## src/hw/rtl/acss_pkg.sv

```systemverilog
// ----------------------------------------------------------------------------
// acss_pkg - shared types and constants for the ADC channel scan sequencer
// Request and response layouts, scan phase encoding and the channel remap.
// ----------------------------------------------------------------------------
package acss_pkg;

    localparam int MAX_CHANNELS_DEF = 8;   // default scan store depth
    localparam int MAX_CHANNELS_LIM = 16;  // largest supported depth
    localparam int IDX_MAX_W        = 4;   // index width at the largest depth
    localparam int CNT_W            = 5;   // holds a channel count up to the limit
    localparam int CFG_W            = 4;
    localparam int RES_W            = 10;
    localparam int VAL_W            = 8;
    localparam int CH_IN_W          = 3;
    localparam int MUX_W            = 3;
    localparam int IN_TDATA_W       = 16;
    localparam int OUT_TDATA_W      = 16;

    localparam logic [CFG_W-1:0] NUM_CH_RST   = 4'd1;

    // three-channel boards wire logical channel 2 to mux input 3
    localparam logic [CNT_W-1:0] REMAP_COUNT  = 5'd3;
    localparam logic [CNT_W-1:0] REMAP_LCHAN  = 5'd2;
    localparam logic [MUX_W-1:0] REMAP_MUX    = 3'd3;

    typedef enum logic [1:0] {
        PH_SELECT = 2'd0,
        PH_WAIT   = 2'd1,
        PH_START  = 2'd2,
        PH_CONV   = 2'd3
    } t_phase;

    typedef enum logic {
        FUNC_POLL = 1'b0,
        FUNC_READ = 1'b1
    } t_func;

    typedef struct packed {
        t_func              func;
        logic               conv_busy;
        logic [RES_W-1:0]   conv_result;
        logic [CH_IN_W-1:0] read_chan;
    } t_req;

    typedef struct packed {
        logic               select_valid;
        logic [MUX_W-1:0]   select_mux;
        logic               conv_start;
        logic               sample_stored;
        logic [VAL_W-1:0]   read_value;
    } t_rsp;

    typedef struct packed {
        logic                 en;
        logic [IDX_MAX_W-1:0] idx;
        logic [VAL_W-1:0]     data;
    } t_store_wr;

endpackage

```

## src/hw/rtl/acss_store.sv

```systemverilog
// ----------------------------------------------------------------------------
// acss_store - per-channel sample store
// One write port from the sequencer, one read port for read requests.
// ----------------------------------------------------------------------------
module acss_store #(
    parameter int MAX_CHANNELS = acss_pkg::MAX_CHANNELS_DEF
) (
    input  logic                           i_clk,
    input  logic                           i_rst_n,
    input  acss_pkg::t_store_wr            i_wr,
    input  logic [acss_pkg::CH_IN_W-1:0]   i_rd_chan,
    output logic [acss_pkg::VAL_W-1:0]     o_rd_data
);

    localparam int IDX_W = (MAX_CHANNELS > 1) ? $clog2(MAX_CHANNELS) : 1;

    logic [acss_pkg::VAL_W-1:0] r_val [MAX_CHANNELS];
    logic [acss_pkg::CNT_W-1:0] w_rd_ext;
    logic [IDX_W-1:0]           w_rd_idx;
    logic [IDX_W-1:0]           w_wr_idx;

    assign w_rd_ext = acss_pkg::CNT_W'(i_rd_chan);
    assign w_rd_idx = w_rd_ext[IDX_W-1:0];
    assign w_wr_idx = i_wr.idx[IDX_W-1:0];

    always_ff @(posedge i_clk) begin
        if (!i_rst_n) begin
            for (int k = 0; k < MAX_CHANNELS; k++) begin
                r_val[k] <= '0;
            end
        end else if (i_wr.en) begin
            r_val[w_wr_idx] <= i_wr.data;
        end
    end

    // channels past the store depth read as zero
    always_comb begin
        if (w_rd_ext < acss_pkg::CNT_W'(MAX_CHANNELS)) begin
            o_rd_data = r_val[w_rd_idx];
        end else begin
            o_rd_data = '0;
        end
    end

endmodule

```

## src/hw/rtl/acss_seq.sv

```systemverilog
// ----------------------------------------------------------------------------
// acss_seq - scan phase sequencer
// Holds the channel count, scan phase and current channel; forms one response.
// ----------------------------------------------------------------------------
module acss_seq #(
    parameter int MAX_CHANNELS = acss_pkg::MAX_CHANNELS_DEF
) (
    input  logic                         i_clk,
    input  logic                         i_rst_n,
    input  logic                         i_cfg_we,
    input  logic [acss_pkg::CFG_W-1:0]   i_cfg_wdata,
    input  logic                         i_step,
    input  acss_pkg::t_req               i_req,
    input  logic [acss_pkg::VAL_W-1:0]   i_rd_data,
    output acss_pkg::t_rsp               o_rsp,
    output acss_pkg::t_store_wr          o_wr,
    output acss_pkg::t_phase             o_phase
);

    localparam int IDX_W = (MAX_CHANNELS > 1) ? $clog2(MAX_CHANNELS) : 1;
    localparam logic [acss_pkg::CNT_W-1:0] MAX_CNT = acss_pkg::CNT_W'(MAX_CHANNELS);

    logic [acss_pkg::CFG_W-1:0] r_num_ch;
    acss_pkg::t_phase           r_phase, n_phase;
    logic [IDX_W-1:0]           r_chan, n_chan;

    logic [acss_pkg::CNT_W-1:0] w_num_ext;
    logic [acss_pkg::CNT_W-1:0] w_count;
    logic [acss_pkg::CNT_W-1:0] w_chan_ext;
    logic [acss_pkg::CNT_W-1:0] w_chan_inc;
    logic [acss_pkg::CNT_W-1:0] w_mux_ch;
    logic                       w_poll;

    assign w_num_ext  = acss_pkg::CNT_W'(r_num_ch);
    assign w_chan_ext = acss_pkg::CNT_W'(r_chan);
    assign w_chan_inc = w_chan_ext + 1'b1;
    assign w_poll     = (i_req.func == acss_pkg::FUNC_POLL);

    // clamp the programmed count to 1..MAX_CHANNELS
    always_comb begin
        if (w_num_ext == '0) begin
            w_count = acss_pkg::CNT_W'(1);
        end else if (w_num_ext > MAX_CNT) begin
            w_count = MAX_CNT;
        end else begin
            w_count = w_num_ext;
        end
    end

    always_comb begin
        if (w_count == acss_pkg::REMAP_COUNT && w_chan_ext == acss_pkg::REMAP_LCHAN) begin
            w_mux_ch = acss_pkg::CNT_W'(acss_pkg::REMAP_MUX);
        end else begin
            w_mux_ch = w_chan_ext;
        end
    end

    always_ff @(posedge i_clk) begin
        if (!i_rst_n) begin
            r_num_ch <= acss_pkg::NUM_CH_RST;
            r_phase  <= acss_pkg::PH_SELECT;
            r_chan   <= '0;
        end else begin
            if (i_cfg_we) begin
                r_num_ch <= i_cfg_wdata;
            end
            if (i_step) begin
                r_phase <= n_phase;
                r_chan  <= n_chan;
            end
        end
    end

    // next state
    always_comb begin
        n_phase = r_phase;
        n_chan  = r_chan;
        if (w_poll) begin
            unique case (r_phase)
                acss_pkg::PH_SELECT: n_phase = acss_pkg::PH_WAIT;
                acss_pkg::PH_WAIT:   n_phase = acss_pkg::PH_START;
                acss_pkg::PH_START:  n_phase = acss_pkg::PH_CONV;
                acss_pkg::PH_CONV: begin
                    if (!i_req.conv_busy) begin
                        n_phase = acss_pkg::PH_SELECT;
                        // wrap, also when the count was lowered mid-scan
                        if (w_chan_inc >= w_count) begin
                            n_chan = '0;
                        end else begin
                            n_chan = w_chan_inc[IDX_W-1:0];
                        end
                    end
                end
                default: n_phase = acss_pkg::PH_SELECT;
            endcase
        end
    end

    // outputs
    always_comb begin
        o_rsp     = '0;
        o_wr.en   = 1'b0;
        o_wr.idx  = acss_pkg::IDX_MAX_W'(r_chan);
        o_wr.data = i_req.conv_result[acss_pkg::RES_W-1 -: acss_pkg::VAL_W];
        if (!w_poll) begin
            o_rsp.read_value = i_rd_data;
        end else begin
            unique case (r_phase)
                acss_pkg::PH_SELECT: begin
                    o_rsp.select_valid = 1'b1;
                    o_rsp.select_mux   = w_mux_ch[acss_pkg::MUX_W-1:0];
                end
                acss_pkg::PH_WAIT: begin
                    o_rsp = '0;
                end
                acss_pkg::PH_START: begin
                    o_rsp.conv_start = 1'b1;
                end
                acss_pkg::PH_CONV: begin
                    if (!i_req.conv_busy) begin
                        o_rsp.sample_stored = 1'b1;
                        o_wr.en = i_step && (w_chan_ext < MAX_CNT);
                    end
                end
                default: o_rsp = '0;
            endcase
        end
    end

    assign o_phase = r_phase;

endmodule

```

## src/hw/rtl/adc_channel_scan_sequencer_top.sv

```systemverilog
// ----------------------------------------------------------------------------
// adc_channel_scan_sequencer_top - round-robin ADC channel scan controller
// Steps a select/wait/start/convert sequence on poll requests and serves reads.
// ----------------------------------------------------------------------------
//
//  channel   direction  handshake                      payload
//  s_axis    in         s_axis_tvalid / s_axis_tready  tdata, tuser (func)
//  m_axis    out        m_axis_tvalid / m_axis_tready  tdata
//  cfg       in         i_cfg_we                       i_cfg_wdata (num_channels)
//
//  One request per cycle sustained while the output is not stalled; each response
//  passes through the input register, then the result register.
//  Phase, channel and store update in the cycle a request moves into the result
//  register, so a read right after a store sees the new value.
//  Synchronous active-low reset clears phase, channel, store and sets count 1.
//  A stalled output holds; s_axis_tready drops only when both registers are full.
//
module adc_channel_scan_sequencer_top #(
    parameter int MAX_CHANNELS = acss_pkg::MAX_CHANNELS_DEF
) (
    input  logic                               i_clk,
    input  logic                               i_rst_n,
    input  logic                               i_cfg_we,
    input  logic [acss_pkg::CFG_W-1:0]         i_cfg_wdata,
    input  logic                               s_axis_tvalid,
    output logic                               s_axis_tready,
    // conv_busy[0], conv_result[10:1], read_chan[13:11], zero[15:14]
    input  logic [acss_pkg::IN_TDATA_W-1:0]    s_axis_tdata,
    // func[0]
    input  logic                               s_axis_tuser,
    output logic                               m_axis_tvalid,
    input  logic                               m_axis_tready,
    // select_valid[0], select_mux[3:1], conv_start[4], sample_stored[5],
    // read_value[13:6], zero[15:14]
    output logic [acss_pkg::OUT_TDATA_W-1:0]   m_axis_tdata
);

    logic                r_in_valid;
    acss_pkg::t_req      r_in;
    logic                r_out_valid;
    acss_pkg::t_rsp      r_out;

    logic                w_out_free;
    logic                w_step;
    acss_pkg::t_req      w_req;
    acss_pkg::t_rsp      w_rsp;
    acss_pkg::t_store_wr w_wr;
    acss_pkg::t_phase    w_phase;
    logic [acss_pkg::VAL_W-1:0] w_rd_data;

    assign w_out_free    = !r_out_valid || m_axis_tready;
    assign w_step        = r_in_valid && w_out_free;
    assign s_axis_tready = !r_in_valid || w_out_free;

    assign w_req.func        = acss_pkg::t_func'(s_axis_tuser);
    assign w_req.conv_busy   = s_axis_tdata[0];
    assign w_req.conv_result = s_axis_tdata[acss_pkg::RES_W:1];
    assign w_req.read_chan   = s_axis_tdata[acss_pkg::RES_W+acss_pkg::CH_IN_W:acss_pkg::RES_W+1];

    always_ff @(posedge i_clk) begin
        if (!i_rst_n) begin
            r_in_valid  <= 1'b0;
            r_out_valid <= 1'b0;
        end else begin
            if (s_axis_tready) begin
                r_in_valid <= s_axis_tvalid;
            end
            if (w_out_free) begin
                r_out_valid <= r_in_valid;
            end
        end
    end

    always_ff @(posedge i_clk) begin
        if (s_axis_tready && s_axis_tvalid) begin
            r_in <= w_req;
        end
        if (w_step) begin
            r_out <= w_rsp;
        end
    end

    acss_seq #(
        .MAX_CHANNELS (MAX_CHANNELS)
    ) u_seq (
        .i_clk       (i_clk),
        .i_rst_n     (i_rst_n),
        .i_cfg_we    (i_cfg_we),
        .i_cfg_wdata (i_cfg_wdata),
        .i_step      (w_step),
        .i_req       (r_in),
        .i_rd_data   (w_rd_data),
        .o_rsp       (w_rsp),
        .o_wr        (w_wr),
        .o_phase     (w_phase)
    );

    acss_store #(
        .MAX_CHANNELS (MAX_CHANNELS)
    ) u_store (
        .i_clk     (i_clk),
        .i_rst_n   (i_rst_n),
        .i_wr      (w_wr),
        .i_rd_chan (r_in.read_chan),
        .o_rd_data (w_rd_data)
    );

    assign m_axis_tvalid = r_out_valid;
    assign m_axis_tdata  = {2'b00, r_out.read_value, r_out.sample_stored, r_out.conv_start,
                            r_out.select_mux, r_out.select_valid};

    // input stage stalls only behind a held response
    a_ready_stall: assert property (@(posedge i_clk) disable iff (!i_rst_n)
        !s_axis_tready |-> (m_axis_tvalid && !m_axis_tready))
        else $error("input stalled without a held response");

    // at most one sequencing action per response
    a_one_action: assert property (@(posedge i_clk) disable iff (!i_rst_n)
        m_axis_tvalid |-> ($countones({r_out.select_valid, r_out.conv_start,
                                       r_out.sample_stored}) <= 1))
        else $error("response carries more than one sequencing action");

    // a store write happens only on a stepped poll in the convert phase
    a_store_phase: assert property (@(posedge i_clk) disable iff (!i_rst_n)
        w_wr.en |-> (w_step && w_phase == acss_pkg::PH_CONV &&
                     r_in.func == acss_pkg::FUNC_POLL && !r_in.conv_busy))
        else $error("store written outside the convert phase");

    // a stepped select poll always moves on to the wait phase
    a_select_adv: assert property (@(posedge i_clk) disable iff (!i_rst_n)
        (w_step && r_in.func == acss_pkg::FUNC_POLL && w_phase == acss_pkg::PH_SELECT)
        |=> (w_phase == acss_pkg::PH_WAIT))
        else $error("select phase did not advance");

endmodule
```

## config.mk

```make
export PLATFORM = sky130hd
export DESIGN_NAME = adc_channel_scan_sequencer_top
export DESIGN_NICKNAME = d
export VERILOG_FILES = /design/src/hw/rtl/acss_pkg.sv /design/src/hw/rtl/acss_store.sv /design/src/hw/rtl/acss_seq.sv /design/src/hw/rtl/adc_channel_scan_sequencer_top.sv
export SDC_FILE = /design/constraint.sdc
export NUM_CORES = 1
export LEC_CHECK = 0
export BUFFER_PORTS_ARGS = -buffer_cell sky130_fd_sc_hd__buf_2
export CAP_MARGIN = 20
export CORE_MARGIN = 10
export CORE_UTILIZATION = 49
export DETAILED_ROUTE_END_ITERATION = 8
export GPL_TIMING_DRIVEN = 0
export HOLD_SLACK_MARGIN = 0.05
export PLACE_DENSITY = 0.77
export SLEW_MARGIN = 30
export SYNTH_ARGS = -nofsm -noshare
export SYNTH_HDL_FRONTEND = slang
export SYNTH_SLANG_ARGS = --single-unit
```

## constraint.sdc

```tcl
create_clock -name i_clk -period 6.3 [get_ports i_clk]
set_clock_uncertainty 0.1 [all_clocks]
set_input_delay 1.89 -clock i_clk [delete_from_list [all_inputs] [get_ports i_clk]]
set_output_delay 1.89 -clock i_clk [all_outputs]
set_load 0.1 [all_outputs]
```

### After elaboration in Yosys (flattened, before gate mapping)

Memories as Yosys holds them, arrays and structs flattened. A register that Yosys moved wholly into a read port is not among the register bits.
Index checks and enable logic that the tools add are counted.
Widths: inputs -> output; s select.

| cells by class | value |
|---|---|
| equality and inequality tests | 6 |
| bitwise gates (word level) | 4 |
| mux-type cells | 19 |
| $lt $le $gt $ge | 4 |
| add/sub/neg operators | 1 |
| reduce and logical (&&, ||, !) cells | 18 |

Operators by type and width:

| cell | count |
|---|---|
| $mux 4 | 3 |
| $mux 1 | 10 |
| $mux 3 | 3 |
| $lt 3x4->1 const B | 2 |
| $mux 8 | 1 |
| $pmux 2 s4 | 1 |
| $reduce_or 8->1 | 1 |
| $ge 5x4->1 | 1 |
| $logic_not 5->1 | 1 |
| $add 3x1->4 const B | 1 |
| $eq 2x2->1 const B | 2 |
| $eq 4x2->1 const B | 1 |
| $gt 4x4->1 const B | 1 |
| $logic_and 1x1->1 | 4 |
| $not 1->1 | 4 |
| $reduce_and 4->1 | 1 |
| $reduce_or 2->1 | 2 |
| $eq 3x2->1 const B | 1 |
| $logic_not 1->1 | 3 |
| $reduce_and 3->1 | 1 |
| $reduce_or 3->1 | 1 |
| $eq 2x1->1 const B | 1 |
| $logic_not 2->1 | 1 |
| $logic_or 1x1->1 | 2 |
| 3 further kinds | 3 |

| word-level totals | value |
|---|---|
| flip-flop bits (word level) | 32 |
| output and inout bits | 18 |
| memory bits (writable) | 64 |
| memories | 1 |
| bits of input ports | 26 |

Memories:

| name | words | bits a word | rd ports | clocked after Yosys merged registers in | wr ports | line | source |
|---|---|---|---|---|---|---|---|
| u_store.r_val | 8 | 8 | 1 | 1 | 8 | acss_store.sv:17 | `logic [acss_pkg::VAL_W-1:0] r_val [MAX_CHANNELS];` |

### Logic depth before layout (Yosys ltp)

Gate-level depths: netlist of the first run.

| depth | value |
|---|---|
| depth in word-level cells | 12 |
| gate-level depth with buffers | 8 |

### Hierarchy

Synthesis of the first run repeated with hierarchy kept, for this count alone.

| second synthesis, totals | value |
|---|---|
| cell total of the unflattened synthesis | 326 |
| area, all modules | 4758.3 µm² |

By module, submodules not included:

| module | seq. area each (µm²) | cells each | area each (µm²) | times used |
|---|---|---|---|---|
| acss_store | 1921.8 | 194 | 2977.9 | 1 |
| adc_channel_scan_sequencer_top | 910.9 | 41 | 993.5 | 1 |
| acss_seq | 180.2 | 91 | 787.0 | 1 |

### Least setup slack after synthesis of the first run

OpenSTA, ideal clock, no wires.

| path | value |
|---|---|
| path type | input -> output |
| start | in m_axis_tready |
| end | out s_axis_tready |
| arrival | 2623 ps |
| path slack | 1687 ps |
| data required time | 4310 ps |
| stages on the path | 2 |
| cells stage by stage | nor2b_1 > nand2_1 |

| on the way | value |
|---|---|
| cells in the longest elaborated chain, start to end | 2 |

Ends and longest elaborated chain:

| what | line | source |
|---|---|---|
| from (decl) | adc_channel_scan_sequencer_top.sv:32 | `input logic m_axis_tready,` |
| $logic_or 1x1->1 | adc_channel_scan_sequencer_top.sv:51 | `assign w_out_free = !r_out_valid \|\| m_axis_tready;` |
| $logic_or 1x1->1 | adc_channel_scan_sequencer_top.sv:53 | `assign s_axis_tready = !r_in_valid \|\| w_out_free;` |
| to (decl) | adc_channel_scan_sequencer_top.sv:26 | `output logic s_axis_tready,` |

Every way passes these cells.

### Worst setup path after layout of the first run

Ends and elaborated chain as after synthesis.

==> impl_metrics.csv, run 1 <==
group,metric,value,unit
drt,routed_wl,9200,um
synth,netlist-cell-type-count,35,
drt,dr.first_iter.drc_count,231,
clocking,clock-sinks,102,
global_routing,grt_use_met1,18.4,%
final_layout,fin_cells,480,
critical_path,critical_path_class,"input port to output port",
global_routing,antenna_found_initial,0,
timing,tns,0,ps
floorplan,core_area,0.00881,mm^2
critical_path,worstPathArrival,2560,ps
final_layout,n_fill_cell,690,
global_routing,grt_first_pass_wirelength,14900,um
timing,rsz0062_at_grt,"no",
drt,detail_route.vias_per_cell,5.49,
status,status,"finished clean",
drt,num_vias,2637,
final_layout,syn2layout_area_growth,13.3,%
timing,max_freq,220,MHz
placed_design,dp_hpwl,6490,um
critical_path,r2r_cells,8,
timing,slew_headroom,36.1,%
floorplan,rows,34,
synth,yosysWarnings,0,
timing,worstMarginPinSlew,952,ps
synth,synth_area_leaders,"edfxtp_1 (61%), mux4_2 (8.0%), dfxtp_1 (4.9%)",
global_routing,grt_pass1_vias,2824,
placed_design,dp_cells,464,
synth,ys_seq_area_share,65.9,%
global_routing,overflow,0,
global_routing,grt_max_degree,18,
timing,period_share,72.2,%
pwr,vdd_ir_drop_max,0.130,mV
drt,postRouteAntennaNets,0,
floorplan,die_area,0.0134,mm^2
job,maxCapViolations,0,
floorplan,die_x,116,um
timing,slew_viol_final,0,
placed_design,port_buffers,36,
clocking,cts_buffer_depth,2,
drt,first_pass_iters,4,
floorplan,io_pins,44,
final_layout,diodes,0,
final_layout,drive_gt1_share,22.6,%
floorplan,die_h,116,um
global_routing,grt_usage,14.8,%
clocking,holdBufCountCts,0,
clocking,cts-resized-gates,0,
clocking,cts_made_buffers,9,
floorplan,initial_utilization,50.9,%
final_layout,layout_commonest_cell,"edfxtp_1",
pwr,p_leak,1.88,nW
timing,min_period,4550,ps
min_path,hold_depth,2,
timing,setup_viol,0,
min_path,min_path_type,"flip-flop to flip-flop",
final_layout,layout_common_cells,"edfxtp_1 (91), nor2_1 (45), buf_2 (41)",
critical_path,start_kind,"input port",
clocking,cts.clk_slew.worst_paths,100,ps
synth,syn_area_per_cell,14.1,um^2
clocking,cts_tree,"yes",
drt,wl_per_cell,19.2,um
synth,syn_inst,318,
clocking,clk-insertion-delay-late,370,ps
critical_path,r2r_setup_slack,3650,ps
global_routing,use_met3,2.95,%
critical_path,cp.required,4310,ps
final_layout,fin_nets,402,
clocking,cts_setup_buffers,0,
clocking,clockRootBuffer,"clkbuf_8",
critical_path,cp-end-kind,"output port",
timing,hold_viol,0,
drt,drc,0,
pwr,p_per_area,273,mW/mm^2
synth,synth_area,0.00448,mm^2
final_layout,fin_util,57.7,%
global_routing,use_met2,24.5,%
placed_design,gp_congestion,0.830,
synth,synth_top_area_share,61.0,%
clocking,h-tree-depth,3,
synth,yosysTopAreaCell,"edfxtp_1",
pwr,finalPower,1.39,mW
global_routing,top_usage_layer,"met2",
synth,synth-seq-cells,102,
critical_path,path_max_fanout,3,
[metal layers]
| metal | part of all wire (%) | vias to the layer above | wire (um) |
|---|---|---|---|
| met1 | 41 | 1298 | 3820 |
| li1 | - | 1242 | - |
| met2 | 51 | 84 | 4720 |
| met5 | 0 | - | 0 |
| met3 | 5.7 | 13 | 525 |
| met4 | 1.5 | 0 | 140 |
[registers in the layout, indices dropped and copies added (netlist names)]
register,flops
m_axis_tdata,14
u_seq.r_num_ch,4
u_store.r_val,64
m_axis_tvalid,1
r_in,13
u_seq.r_chan,3
u_seq.o_phase,2
r_in_valid,1
[through the flow]
step                      setup WS (ps)  hold slack (ps)  instance area, um^2
after floorplan                    1690              365                 4490
after global placement             1760              404                 4800
after detailed placement           1750              403                 4820
after CTS                          1750              436                 5060
after global routing               1700              454                 5080
final                              1750              438                 5080
[worst max-delay path, stage by stage]
cell and delay, ps:
buf_2 100, nor2b_1 170, nand2_1 90, buf_2 300
[final cells by class]
| type | instances | area, um^2 | share of cell area [%] |
|---|---|---|---|
| tap | 108 | 135 | 2.66 |
| inverter | 7 | 26.3 | 0.517 |
| multi-input combinational | 194 | 1450 | 28.6 |
| timing repair buffer | 37 | 188 | 3.70 |
| clock inverter | 7 | 121 | 2.39 |
| sequential | 102 | 2950 | 58.1 |
| clock buffer | 9 | 124 | 2.44 |
| buffer | 16 | 77.6 | 1.53 |
[Yosys cell counts]
cell type and number:
o211ai_1 2, o2111ai_1 1, nor2_1 45, a2111oi_2 1, a211oi_1 1, mux4_2 16, nor3_1 3, a21oi_1 4
and3_1 2, xor2_1 1, o21ai_0 7, clkinv_1 1, or3_1 2, nor3b_4 1, nor2b_1 13, nand4_1 1
o31ai_1 2, dfxtp_1 11, a31oi_1 1, o21a_1 3, and2_1 35, ha_1 9, buf_4 3, buf_2 5
nand3_1 5, conb_1 1, inv_1 6, mux2i_1 13, buf_1 2, clkbuf_1 6, nor4_1 1, nand2_1 19
nand2b_1 3, nand3_2 1, edfxtp_1 91
[power breakdown]
group	internal [mW]	leakage, nW	switching, mW
clock network	0.266	0.119	0.229
logic	0.0354	0.752	0.0834
registers	0.761	1.01	0.0120
[final timing paths]
kind | startpoint | to
min | u_seq.r_num_ch[0]$_SDFFE_PN1P_ | u_seq.r_num_ch[0]$_SDFFE_PN1P_
max reg2reg | u_seq.r_chan[0]$_SDFFE_PN0P_ | u_seq.r_chan[2]$_SDFFE_PN0P_
min reg2reg | u_seq.r_num_ch[0]$_SDFFE_PN1P_ | u_seq.r_num_ch[0]$_SDFFE_PN1P_
max | m_axis_tready | s_axis_tready
[kinds of logic (layout without fill, tap and decap cells)]
logic type	count (synthesis)	count (layout)	share of synthesized area, %
muxes	29	29	10.9
and+or+nand+nor	131	131	14.8
AOI/OAI and AO/OA	22	22	3.24
adders and majority gates	9	9	2.51
other	1	2	0.0836
xor gates and xnor gates	1	1	0.195
DFF	102	102	65.9
buffers and inverters	23	76	2.32
Power figures use the tool's default switching activity.
==> run 2, diff against run 1 <==
- PLACE_DENSITY: 0.77 -> 0.8
- clock period: 6.3 -> 4 ns (I/O delays scaled with it)
==> impl_metrics.csv, run 2 (same netlist as run 1, synthesis figures left out) <==
group,metric,value,unit
status,status,"finished clean",
clocking,h-tree-depth,3,
critical_path,critical_path_class,"input port to output port",
final_layout,fin_util,57.0,%
global_routing,grt_usage,13.5,%
critical_path,cp-end-kind,"output port",
global_routing,grt_pass1_vias,2690,
clocking,clk-insertion-delay-late,370,ps
critical_path,r2r_end,"u_seq.r_chan[2]$_SDFFE_PN0P_",
critical_path,path_max_fanout,3,
placed_design,pre_cts_slack,833,ps
final_layout,layout_common_cells,"edfxtp_1 (91), nor2_1 (45), buf_2 (41)",
clocking,cts_setup_buffers,0,
drt,routed_wl,8430,um
critical_path,crit_chain,"buf_2 -> nor2b_1 -> nand2_1 -> buf_2",
critical_path,start_kind,"input port",
placed_design,gp_congestion,0.899,
global_routing,overflow,0,
job,maxCapViolations,0,
drt,dr.first_iter.drc_count,211,
timing,min_period,3170,ps
critical_path,max_stage_delay,300,ps
final_layout,n_fill_cell,688,
placed_design,dp_hpwl,6260,um
clocking,cts_tree,"yes",
clocking,cts_buffer_depth,2,
timing,fin_ws,825,ps
global_routing,antenna_found_initial,0,
pwr,p_per_area,413,mW/mm^2
final_layout,largest-register,"u_store.r_val",
clocking,holdBufCountCts,0,
floorplan,die_x,116,um
floorplan,io_pins,44,
min_path,hold_depth,2,
min_path,min_to,"u_seq.r_num_ch[0]$_SDFFE_PN1P_",
drt,detail_route.vias_per_cell,5.44,
critical_path,startpoint,"m_axis_tready",
placed_design,port_buffers,36,
critical_path,cp.required,2700,ps
min_path,hold_start,"u_seq.r_num_ch[0]$_SDFFE_PN1P_",
critical_path,slowest_stage,"buf_2",
floorplan,rows,34,
timing,slew_viol_final,0,
timing,rsz0062_at_grt,"no",
pwr,finalPower,2.07,mW
timing,period_share,79.4,%
clocking,clockRootBuffer,"clkbuf_8",
timing,hold_viol,0,
min_path,min_path_type,"flip-flop to flip-flop",
final_layout,largest_reg_flops,64,
floorplan,core_area,0.00881,mm^2
global_routing,grt_max_degree,19,
pwr,vdd_ir_drop_max,0.200,mV
final_layout,syn2layout_area_growth,11.9,%
floorplan,initial_utilization,50.9,%
final_layout,fin_nets,401,
clocking,cts.clk_slew.worst_paths,90,ps
timing,slew_headroom,35.2,%
timing,setup_viol,0,
drt,first_pass_iters,5,
clocking,cts-resized-gates,0,
placed_design,dpl_cell_area,0.00481,mm^2
final_layout,fin_cells,479,
placed_design,dp_cells,463,
final_layout,layout_commonest_cell,"edfxtp_1",
critical_path,r2r_setup_slack,1360,ps
final_layout,drive_gt1_share,21.8,%
timing,worstMarginPinSlew,964,ps
drt,num_vias,2608,
timing,whs,440,ps
floorplan,die_h,116,um
timing,tns,0,ps
timing,max_freq,315,MHz
critical_path,r2r_start,"u_seq.r_chan[0]$_SDFFE_PN0P_",
final_layout,fin_area,0.00502,mm^2
drt,postRouteAntennaNets,0,
clocking,clock-sinks,102,
floorplan,die_area,0.0134,mm^2
clocking,cts_made_buffers,9,
critical_path,worstPathArrival,1870,ps
critical_path,r2r_cells,8,
final_layout,diodes,0,
critical_path,critPathMostFrequentCell,"buf_2",
pwr,p_leak,1.86,nW
drt,wl_per_cell,17.6,um
global_routing,grt_first_pass_wirelength,13600,um
drt,drc,0,
-- run 2: cell type report --
| cell class | count | area, um^2 | share of cell area [%] |
|---|---|---|---|
| Clock inverter | 7 | 81.3 | 1.62 |
| Tap cell | 108 | 135 | 2.69 |
| Buffer | 16 | 77.6 | 1.55 |
| Timing Repair Buffer | 36 | 180 | 3.59 |
| Sequential cell | 102 | 2950 | 58.9 |
| Multi-Input combinational cell | 194 | 1440 | 28.7 |
| Inverter | 7 | 26.3 | 0.524 |
| Clock buffer | 9 | 124 | 2.47 |
-- run 2: report_power, final --
group          total, mW  switching (mW)  internal [mW]
Clock              0.671           0.373          0.298
Combinational      0.183           0.128         0.0549
Sequential          1.22          0.0192           1.20
-- run 2: how the worst max path moves through the flow --
| stage | to | cells after the start | slack (ps) |
|---|---|---|---|
| 6_report | s_axis_tready | 4 | 830 |
| 5_1_grt | s_axis_tready | 4 | 750 |
| 4_1_cts | s_axis_tready | 4 | 830 |
| 3_5_place_dp | s_axis_tready | 4 | 830 |
| 3_3_place_gp | u_store.r_val[0][0]$_SDFFCE_PN0P_ | 6 | 500 |
| 2_1_floorplan | s_axis_tready | 2 | 770 |
-- run 2: per-layer routing --
metal / GRT usage, % / wire length, um
met1: 17.1 / 3690
met2: 21.7 / 4090
met3: 3.20 / 501
met4: 5.67 / 155
met5: 0 / 0
-- run 2: worst max-delay path: cells and delay by family --
| kind | cells | cell delay, ps |
|---|---|---|
| buffers and inverters | 2 | 400 |
| and+or+nand+nor | 2 | 260 |
